`config.mk`:
```
export PLATFORM = sky130hd
export DESIGN_NAME = sensor_packet_table_decoder_core
export DESIGN_NICKNAME = d
export VERILOG_FILES = /design/src/rtl/sptd_pkg.sv /design/src/rtl/sptd_ctrl.sv /design/src/rtl/sptd_dpath.sv /design/src/rtl/sensor_packet_table_decoder_core.sv
export SDC_FILE = /design/constraint.sdc
export NUM_CORES = 1
export LEC_CHECK = 0
export BUFFER_PORTS_ARGS = -buffer_cell sky130_fd_sc_hd__buf_4
export CAP_MARGIN = 20
export CORE_MARGIN = 1.5
export CORE_UTILIZATION = 45
export DETAILED_ROUTE_END_ITERATION = 8
export PLACE_DENSITY_LB_ADDON = 0.05
export SETUP_SLACK_MARGIN = 0.2
export SLEW_MARGIN = 20
export SYNTH_ARGS = -nofsm -noshare
export SYNTH_HDL_FRONTEND = slang
export SYNTH_SLANG_ARGS = --single-unit
```
`constraint.sdc`:
```
create_clock -name clock -period 5.8 [get_ports clock]
set_input_delay 1.16 -clock clock [delete_from_list [all_inputs] [get_ports clock]]
set_output_delay 1.16 -clock clock [all_outputs]
set_load 0.05 [all_outputs]
```
`src/rtl/sptd_pkg.sv`:
```
// ----------------------------------------------------------------------------
// sptd_pkg
// Shared types and constants of the sensor packet table decoder.
// ----------------------------------------------------------------------------
`default_nettype none

package sptd_pkg;

   localparam int SensorEntriesDef  = 8;
   localparam int SlotsPerSensorDef = 8;

   // packet fields
   localparam int WordWidth   = 32;
   localparam int TimeWidth   = 32;
   localparam int IdWidth     = 8;
   localparam int SlotWidth   = 4;
   localparam int ValueWidth  = 16;
   localparam int StatusWidth = 3;
   localparam int IndexWidth  = 4;
   localparam int NibbleMask  = 'hf;

   // stream widths, packed and padded to whole bytes
   localparam int ReqDataWidth = 64;
   localparam int RspFieldBits = StatusWidth + IndexWidth + IdWidth + SlotWidth;
   localparam int RspDataWidth = ((RspFieldBits + 7) / 8) * 8;
   localparam int RspPadWidth  = RspDataWidth - RspFieldBits;

   typedef enum logic [StatusWidth-1:0] {
      STATUS_STORED = 3'd0,
      STATUS_LAST   = 3'd1,
      STATUS_BADSUM = 3'd2,
      STATUS_FULL   = 3'd3,
      STATUS_SLOT   = 3'd4
   } status_type;

   // controller to datapath
   typedef struct packed {
      logic load;    // capture the request
      logic check;   // checksum and id compare
      logic update;  // table update and result load
   } cmd_type;

   // datapath to controller
   typedef struct packed {
      logic out_free;  // result register can take a new result
   } stat_type;

endpackage : sptd_pkg

`default_nettype wire

```
`src/rtl/sptd_ctrl.sv`:
```
// ----------------------------------------------------------------------------
// sptd_ctrl
// Sequencer: accept, check, update; one request in flight at a time.
// ----------------------------------------------------------------------------
`default_nettype none

module sptd_ctrl
   import sptd_pkg::*;
(
   input  wire logic     clock,
   input  wire logic     reset,
   input  wire logic     req_tvalid,
   output logic          req_tready,
   input  wire stat_type stat,
   output cmd_type       cmd
);

   typedef enum logic [2:0] {
      ST_IDLE   = 3'b001,
      ST_CHECK  = 3'b010,
      ST_UPDATE = 3'b100
   } state_type;

   state_type state_ff, state_in;

   always_comb begin
      state_in    = state_ff;
      cmd         = '0;
      req_tready  = 1'b0;
      unique case (state_ff)
         ST_IDLE: begin
            req_tready = 1'b1;
            if (req_tvalid) begin
               cmd.load = 1'b1;
               state_in = ST_CHECK;
            end
         end
         ST_CHECK: begin
            cmd.check = 1'b1;
            state_in  = ST_UPDATE;
         end
         ST_UPDATE: begin
            // hold until the result register frees up
            if (stat.out_free) begin
               cmd.update = 1'b1;
               state_in   = ST_IDLE;
            end
         end
         default: begin
            state_in = ST_IDLE;
         end
      endcase
   end

   always_ff @(posedge clock) begin
      if (reset) begin
         state_ff <= ST_IDLE;
      end else begin
         state_ff <= state_in;
      end
   end

endmodule : sptd_ctrl

`default_nettype wire

```
`src/rtl/sptd_dpath.sv`:
```
// ----------------------------------------------------------------------------
// sptd_dpath
// Request registers, sensor table, slot store and result register.
// ----------------------------------------------------------------------------
`default_nettype none

module sptd_dpath
   import sptd_pkg::*;
#(
   parameter int SENSOR_ENTRIES   = SensorEntriesDef,
   parameter int SLOTS_PER_SENSOR = SlotsPerSensorDef
) (
   input  wire logic                    clock,
   input  wire logic                    reset,
   input  wire cmd_type                 cmd,
   output stat_type                     stat,
   input  wire logic [ReqDataWidth-1:0] req_tdata,
   output logic                         rsp_tvalid,
   input  wire logic                    rsp_tready,
   output logic [RspDataWidth-1:0]      rsp_tdata
);

   localparam int UW = $clog2(SENSOR_ENTRIES + 1);
   localparam int IW = (SENSOR_ENTRIES > 1) ? $clog2(SENSOR_ENTRIES) : 1;
   localparam int Depth = SENSOR_ENTRIES * SLOTS_PER_SENSOR;
   localparam int AW = (Depth > 1) ? $clog2(Depth) : 1;

   // request
   logic [WordWidth-1:0] word_ff;
   logic [TimeWidth-1:0] time_ff;
   logic                 sum_ok_ff;
   logic [SENSOR_ENTRIES-1:0] match_ff;

   // table
   logic [UW-1:0]          used_ff;
   logic [IdWidth-1:0]     entry_id_ff   [SENSOR_ENTRIES];
   logic [TimeWidth-1:0]   entry_time_ff [SENSOR_ENTRIES];
   logic [SENSOR_ENTRIES-1:0] enabled_ff;
   logic [SLOTS_PER_SENSOR-1:0] slot_valid_ff [SENSOR_ENTRIES];
   logic [ValueWidth-1:0]  slot_mem [Depth];

   // result
   logic                  rsp_valid_ff;
   status_type            status_ff;
   logic [IndexWidth-1:0] index_ff;
   logic [IdWidth-1:0]    id_ff;
   logic [SlotWidth-1:0]  slot_ff;

   logic [IdWidth-1:0]    pkt_id;
   logic [SlotWidth-1:0]  pkt_slot;
   logic [ValueWidth-1:0] pkt_value;
   logic [SlotWidth-1:0]  nib_sum;
   logic [SENSOR_ENTRIES-1:0] match;
   logic                  found;
   logic [IW-1:0]         enc;
   logic                  room;
   logic                  create;
   logic                  hit;
   logic [IW-1:0]         idx;
   logic                  slot_ok;
   logic                  store;
   logic [SLOTS_PER_SENSOR-1:0] slot_bit;
   status_type            status_in;
   logic [AW-1:0]         addr;

   assign pkt_id    = word_ff[31:24];
   assign pkt_slot  = word_ff[23:20];
   assign pkt_value = word_ff[ValueWidth-1:0];

   // checksum over the captured request word
   always_comb begin
      nib_sum = '0;
      for (int k = 0; k < 8; k++) begin
         if (k != 4) begin
            nib_sum = nib_sum + SlotWidth'((word_ff >> (4 * k)) & NibbleMask);
         end
      end
   end

   // id compare against entries in use
   always_comb begin
      for (int i = 0; i < SENSOR_ENTRIES; i++) begin
         match[i] = (UW'(i) < used_ff) && (entry_id_ff[i] == pkt_id);
      end
   end

   // first matching entry
   always_comb begin
      found = 1'b0;
      enc   = '0;
      for (int i = SENSOR_ENTRIES - 1; i >= 0; i--) begin
         if (match_ff[i]) begin
            found = 1'b1;
            enc   = IW'(i);
         end
      end
   end

   always_comb begin
      room    = (used_ff != UW'(SENSOR_ENTRIES));
      create  = sum_ok_ff && !found && room;
      hit     = sum_ok_ff && (found || room);
      idx     = found ? enc : used_ff[IW-1:0];
      slot_ok = ({1'b0, pkt_slot} < 5'(SLOTS_PER_SENSOR));
      store   = hit && slot_ok;
      slot_bit = store ? (SLOTS_PER_SENSOR'(1) << pkt_slot) : '0;
      if (!sum_ok_ff) begin
         status_in = STATUS_BADSUM;
      end else if (!hit) begin
         status_in = STATUS_FULL;
      end else if (!slot_ok) begin
         status_in = STATUS_SLOT;
      end else if (pkt_slot == SlotWidth'(SLOTS_PER_SENSOR - 1)) begin
         status_in = STATUS_LAST;
      end else begin
         status_in = STATUS_STORED;
      end
      addr = AW'(int'(idx) * SLOTS_PER_SENSOR + int'(pkt_slot));
   end

   assign stat.out_free = !rsp_valid_ff || rsp_tready;

   // request capture and compare stage
   always_ff @(posedge clock) begin
      if (cmd.load) begin
         word_ff <= req_tdata[WordWidth-1:0];
         time_ff <= req_tdata[WordWidth +: TimeWidth];
      end
      if (cmd.check) begin
         sum_ok_ff <= (nib_sum == word_ff[19:16]);
         match_ff  <= match;
      end
   end

   // entry count
   always_ff @(posedge clock) begin
      if (reset) begin
         used_ff <= '0;
      end else if (cmd.update && create) begin
         used_ff <= used_ff + UW'(1);
      end
   end

   // table entries: a store wins over the clear of a fresh entry
   always_ff @(posedge clock) begin
      if (cmd.update) begin
         if (create) begin
            entry_id_ff[idx]   <= pkt_id;
            slot_valid_ff[idx] <= slot_bit;
         end else if (store) begin
            slot_valid_ff[idx] <= slot_valid_ff[idx] | slot_bit;
         end
         if (store) begin
            entry_time_ff[idx] <= time_ff;
            enabled_ff[idx]    <= 1'b1;
         end else if (create) begin
            entry_time_ff[idx] <= '0;
            enabled_ff[idx]    <= 1'b0;
         end
      end
   end

   // slot value store
   always_ff @(posedge clock) begin
      if (cmd.update && store) begin
         slot_mem[addr] <= pkt_value;
      end
   end

   // result register
   always_ff @(posedge clock) begin
      if (reset) begin
         rsp_valid_ff <= 1'b0;
      end else if (cmd.update) begin
         rsp_valid_ff <= 1'b1;
      end else if (rsp_tready) begin
         rsp_valid_ff <= 1'b0;
      end
   end

   always_ff @(posedge clock) begin
      if (cmd.update) begin
         status_ff <= status_in;
         index_ff  <= hit ? IndexWidth'(idx) : '0;
         id_ff     <= pkt_id;
         slot_ff   <= pkt_slot;
      end
   end

   assign rsp_tvalid = rsp_valid_ff;
   assign rsp_tdata  = {{RspPadWidth{1'b0}}, slot_ff, id_ff, index_ff, status_ff};

endmodule : sptd_dpath

`default_nettype wire

```
`src/rtl/sensor_packet_table_decoder_core.sv`:
```
// ----------------------------------------------------------------------------
// sensor_packet_table_decoder_core
// Checks a radio sensor word, finds or appends its sensor entry and stores
// the slot value; returns a status and the entry index per request.
// ----------------------------------------------------------------------------
// rsp_tvalid rises from the result register once the accepted request has passed the check
//   and update states. Each request passes in turn through accept, checksum and id compare,
//   and table update; the controller keeps one request in flight.
// A waiting result does not block the next request; only the update of the
//   following one waits for the result register to drain.
// Reset (synchronous, active high) empties the table and drops any result.
`default_nettype none

module sensor_packet_table_decoder_core
   import sptd_pkg::*;
#(
   parameter int SENSOR_ENTRIES   = SensorEntriesDef,
   parameter int SLOTS_PER_SENSOR = SlotsPerSensorDef
) (
   input  wire logic                    clock,
   input  wire logic                    reset,
   // request channel
   input  wire logic                    req_tvalid,
   output logic                         req_tready,
   input  wire logic [ReqDataWidth-1:0] req_tdata,   // packet_word[31:0], arrival_time[63:32]
   // result channel
   output logic                         rsp_tvalid,
   input  wire logic                    rsp_tready,
   output logic [RspDataWidth-1:0]      rsp_tdata    // status[2:0], entry_index[6:3],
                                                     // sensor_id[14:7], slot_number[18:15]
);

   cmd_type  cmd;
   stat_type stat;

   // sequencer: decides when to capture, compare and commit
   sptd_ctrl u_ctrl (
      .clock      (clock),
      .reset      (reset),
      .req_tvalid (req_tvalid),
      .req_tready (req_tready),
      .stat       (stat),
      .cmd        (cmd)
   );

   // datapath: sensor table, slot store and result register
   sptd_dpath #(
      .SENSOR_ENTRIES   (SENSOR_ENTRIES),
      .SLOTS_PER_SENSOR (SLOTS_PER_SENSOR)
   ) u_dpath (
      .clock      (clock),
      .reset      (reset),
      .cmd        (cmd),
      .stat       (stat),
      .req_tdata  (req_tdata),
      .rsp_tvalid (rsp_tvalid),
      .rsp_tready (rsp_tready),
      .rsp_tdata  (rsp_tdata)
   );

endmodule : sensor_packet_table_decoder_core

`default_nettype wire

```
### Yosys cells after proc, flatten, opt, wreduce, memory -nomap -nowiden

Memories as Yosys holds them, arrays and structs flattened.
Index checks and enable logic that the tools add are counted.

* add/subtract/negate cells: 7
* $lt $le $gt $ge: 9
* equal/unequal tests: 16
* mux-type cells: 34
* reduce and logical (&&, ||, !) cells: 19

Operators with widths (count)
* == test 8 bit: 8
* two-way mux 3 bit: 12
* adder 4 bit: 6
* two-way mux 1 bit: 21
* < comparator 3 x 4 -> 1 bit (first input constant): 4
* logical AND 1 bit: 12
* one-hot mux 3 bit (3 select lines): 1
* < comparator 1 x 4 -> 1 bit (first input constant): 2
* < comparator 2 x 4 -> 1 bit (first input constant): 2
* adder 4 x 1 -> 4 bit (second input constant): 1
* == test 4 x 3 -> 1 bit (second input constant): 1
* == test 4 bit: 1
* < comparator 4 bit (second input constant): 1
* != test 2 bit (second input constant): 2
* != test 4 bit (second input constant): 1
* AND reduction 2 bit: 2
* == test 3 x 1 -> 1 bit (second input constant): 1
* == test 3 x 2 -> 1 bit (second input constant): 1
* == test 3 bit (second input constant): 1
* zero test 1 bit: 2
* logical OR 1 bit: 2
* nonzero test 2 bit: 1

* register bits after elaboration: 68
* memory bits (writable): 64
* bits of input ports: 68
* output and inout bits: 26
* word-level logic and storage cells: 98
* memories: 1

Memory list
* u_dpath.entry_id_ff: words 8, bits a word 8, read ports 8, clocked after Yosys merged registers in 0, wr ports 1, line sptd_dpath.sv:36 `logic [IdWidth-1:0] entry_id_ff [SENSOR_ENTRIES];`

### Logic depth before layout (Yosys ltp)

* depth in word-level cells: 14
* mapped depth: 16
* gate-level depth less buffers: 16

### Hierarchy

Synthesis repeated with hierarchy kept, for this count alone.

* cells, all modules: 367
* area total of the unflattened synthesis: 5659.2 um^2

Modules (own cells, without submodules)
* sptd_dpath: times used 1, cells each 347, area an instance 5501.5 um^2, seq. area each 3793.6 um^2
* sptd_ctrl: times used 1, cells each 20, area an instance 157.7 um^2, seq. area each 60.1 um^2

### Least setup slack after synthesis

No wires, ideal clock.

* path kind: register -> register
* start point: register u_dpath.word_ff[26]
* end point: register u_dpath.sum_ok_ff (data pin)
* setup time: 0.176 ns
* arrival: 3.804 ns
* data required time: 5.624 ns
* setup slack: 1.820 ns
* cell stages (with the launch flop): 14
* buffers on the path: 0
* clock period less this slack: 3.980 ns
* cell sequence: edfxtp_1 fa_1 inv_1 fa_1 fa_1 inv_1 fa_1 inv_1 fa_1 xnor2_1 xnor2_1 xnor2_1 xnor2_1 nor4_1

* word-level cells in the longest chain between the ends: 3

RTL lines
* start, declared: line sptd_dpath.sv:29 `logic [WordWidth-1:0] word_ff;`
* start signal, assigned: line sptd_dpath.sv:126 `word_ff <= req_tdata[WordWidth-1:0];`
* adder 4 bit (2 in series): line sptd_dpath.sv:75 `nib_sum = nib_sum + SlotWidth'((word_ff >> (4 * k)) & NibbleMask);`
* == test 4 bit: line sptd_dpath.sv:130 `sum_ok_ff <= (nib_sum == word_ff[19:16]);`
* end signal, assigned: line sptd_dpath.sv:130
* end, declared: line sptd_dpath.sv:31 `logic sum_ok_ff;`

Every way passes these cells.
A chain may end at the register's enable or synchronous reset.

### Worst setup path after layout

* start point: register u_dpath.word_ff[25]
* end point: register u_dpath.sum_ok_ff (data pin)

The elaborated chain is that of the path after synthesis.

==> flow_summary.yaml <==
critical_path:
  critPathLaunchType: "register"
  arrival_ns: 4.53
  cp-end-kind: "register"
  crit_path_top_delay_cell: "fa_1"
  cpMostUsedCell: "fa_1"
  cp_max_fo: 18
  crit_path_cell_trace: "buf_4 > fa_1 > inv_1 > fa_1 > fa_1 > inv_1 > fa_1 > inv_1 > fa_1 > xnor2_1 > xnor2_1 > xnor2_1 > xnor2_1 > nor4_1"
  reg2regPathDepth: 14
  max_stage_delay_ns: 0.52
  crit_type: "reg -> reg"
  crit_required_ns: 5.99
clock_tree:
  cts.path.max_buffers: 2
  postCtsSetupBuffers: 0
  cts_buffers: 17
  ctsResizeCount: 0
  cts_hold_buf: 0
  cts_tree: "done"
  htree_levels: 4
  path_clk_slew_ns: 0.05
  clock-sinks: 131
  clock_latency_ns: 0.42
  root_buffer: "clkbuf_16"
sta:
  skew_ns: 0.01029
  worstMarginPinSlew_ns: 0.9606
  setup_viol: 0
  setup_tns_ns: 0
  period_minus_slack_ns: 4.339
  relSlewSlack: 0.3583
  rsz0062_at_grt: "false"
  hold_violations: 0
  final.period_utilization: 0.7482
  drv_slew: 0
  timing.hold.ws_ns: 0.5066
  max_freq_mhz: 230.5
synth:
  synth_edf_count: 123
  synth-compound-area-share: 0.02775
  ys_seq_area_frac: 0.6838
  synthFlopType: "edfxtp_1"
  netlist_instances: 366
  synth_xor_area_frac: 0.1259
  synth-adder-area-share: 0.05595
  syn_avg_cell_area_um2: 15.40
  synthMuxAreaShare: 0.003774
  ys.warnings.count: 0
  synth-simple-area-share: 0.06705
  synth.ff_latch_count: 131
  synth_top_family_by_area: "XOR/XNOR gates"
  netlist_area_mm2: 0.005635
  yosysUniqueCellTypes: 44
  synthArstFlopShare: 0
route:
  drc: 0
  initialDrtViolationCount: 181
  via_per_inst: 4.758
  vias: 2926
  dr.pass1.iters: 4
  ant_nets: 0
  routed_wl_mm: 9.818
  wire_per_inst_um: 15.96
power:
  ir_drop_uv: 231.7
  power.leakage_nw: 2.445
  power_w: 0.002529
  p_per_area_mw_per_mm2: 369.5
run:
  max_cap_violations: 0
die:
  die_w_um: 114.9
  die_area_mm2: 0.01320
  die_y_um: 114.9
  rows: 40
  floorplan.initialDensity: 0.4653
  io_pins: 94
  core_area_mm2: 0.01211
layout:
  drive_gt1_frac: 0.2215
  stdcell_count: 615
  syn2layout_area_growth_pct: 21.45
  finalInstanceArea_mm2: 0.006844
  nets: 520
  insertedDiodeCount: 0
  fill_cells: 1013
global_route:
  antenna_found_initial: 0
  grt_pass1_wl_mm: 15.53
  track_usage: 0.1629
  grt_max_degree: 34
  grt.overflow.total: 0
  grt_pass1_vias: 2983
hold_path:
  hold_path.class: "reg -> reg"
  hold_depth: 0
placement:
  place_area_mm2: 0.006230
  post-dp-hpwl_mm: 6.282
  routabilityCongestion: 0.8545
  port_buffers: 55
  place_inst: 583
outcome:
  status: "completed"
## routing by layer
metal | GRT usage | up-vias | part of all wire
met5 | 0 | - | 0
met4 | 0.07160 | 0 | 0.011
met3 | 0.04481 | 7 | 0.049
met2 | 0.2373 | 81 | 0.46
met1 | 0.2306 | 1412 | 0.48
li1 | - | 1426 | -
## synthesized netlist by cell type (2+ instances only)
cell type | instances | share of area
a2111oi_0 | 2 | 0.0031
inv_1 | 25 | 0.017
nor3_1 | 6 | 0.0053
ha_1 | 6 | 0.013
nor2b_1 | 7 | 0.0078
and4_1 | 2 | 0.0031
o21bai_1 | 2 | 0.0027
xor2_1 | 39 | 0.061
xnor2_1 | 42 | 0.065
buf_2 | 2 | 0.0018
fa_1 | 12 | 0.043
clkbuf_1 | 9 | 0.0060
nor4_1 | 13 | 0.014
dfxtp_1 | 8 | 0.028
buf_4 | 6 | 0.0080
edfxtp_1 | 123 | 0.66
nand3_1 | 11 | 0.0098
a21oi_1 | 11 | 0.0098
nand4_1 | 4 | 0.0044
nor2_1 | 11 | 0.0073
nand2_1 | 2 | 0.0013
## final timing paths
path	from	endpoint	slack, ns
worst max-delay path	u_dpath.word_ff[25]$_DFFE_PP_	u_dpath.sum_ok_ff$_DFFE_PN_	1.46
worst min-delay path	u_dpath.word_ff[23]$_DFFE_PP_	u_dpath.slot_ff[3]$_DFFE_PP_	0.51
worst max register to register	u_dpath.word_ff[25]$_DFFE_PP_	u_dpath.sum_ok_ff$_DFFE_PN_	1.46
worst min register to register	u_dpath.word_ff[23]$_DFFE_PP_	u_dpath.slot_ff[3]$_DFFE_PP_	0.51
## cells by family after synthesis
logic type | Yosys count
XOR/XNOR | 81
buffers and inverters | 44
multiplexers | 2
AND/OR/NAND/NOR | 65
adder cells (fa/ha/maj) | 18
AO/OA/AOI/OAI | 24
other | 1
flip-flops | 131
## stage by stage
step | worst slack, ns | util
floorplan | 1.820 | -
global placement | 1.437 | 0.5144
detailed placement | 1.439 | 0.5144
CTS | 1.406 | 0.5638
global route | 1.128 | 0.5651
finish | 1.461 | 0.5651
## registers in the layout, summed over array words and instances (netlist names), 3 cells and up
signal and cells:
u_dpath.entry_id_ff 64, u_dpath.word_ff 32, u_dpath.id_ff 8, u_dpath.match_ff 8
u_dpath.slot_ff 4, u_dpath.used_ff 4, u_ctrl.state_ff 3, u_dpath.index_ff 3
u_dpath.status_ff 3
## critical path, delay by kind of cell, from the launching register on
kind	cells	cell delay, ns
buf+inv	4	0.39
fa+ha+maj	5	2.35
xor+xnor	4	0.63
simple gates	1	0.38
flops	1	0.36
## cell type report
cell class | count | area (µm²) | area share
clock buffer | 20 | 436.7 | 0.06380
clock inverter | 12 | 162.7 | 0.02377
inverter | 26 | 97.59 | 0.01426
multi-input combinational | 196 | 1618 | 0.2364
sequential | 131 | 3854 | 0.5631
tap | 168 | 210.2 | 0.03071
timing repair buffer | 62 | 465.4 | 0.06801
## power breakdown
part / switching [W] / leakage [nW] / total [W] / internal [W]
registers: 0.0000254 / 1.19 / 0.00110 / 0.00107
clock network: 0.000370 / 0.290 / 0.00108 / 0.000712
logic: 0.000184 / 0.967 / 0.000352 / 0.000169
total: 0.000579 / 2.44 / 0.00253 / 0.00195
## cell usage in the layout, fill, tap and decap left out, types with 2 or more instances in the layout
cell / n
fa_1: 12
clkbuf_1: 3
conb_1: 6
ha_1: 6
nand2_1: 2
clkbuf_16: 17
buf_4: 62
o21bai_1: 2
nor4_1: 13
nand3_1: 11
bufinv_16: 4
dfxtp_1: 8
clkinv_2: 3
nor3_1: 3
inv_1: 25
nand4_1: 4
xnor2_1: 42
edfxtp_1: 123
a21oi_1: 11
clkinv_1: 3
and4_1: 2
nor2b_1: 7
nor2_1: 11
nor3_2: 4
xor2_1: 39
a2111oi_0: 2
Power figures use the tool's default switching activity.
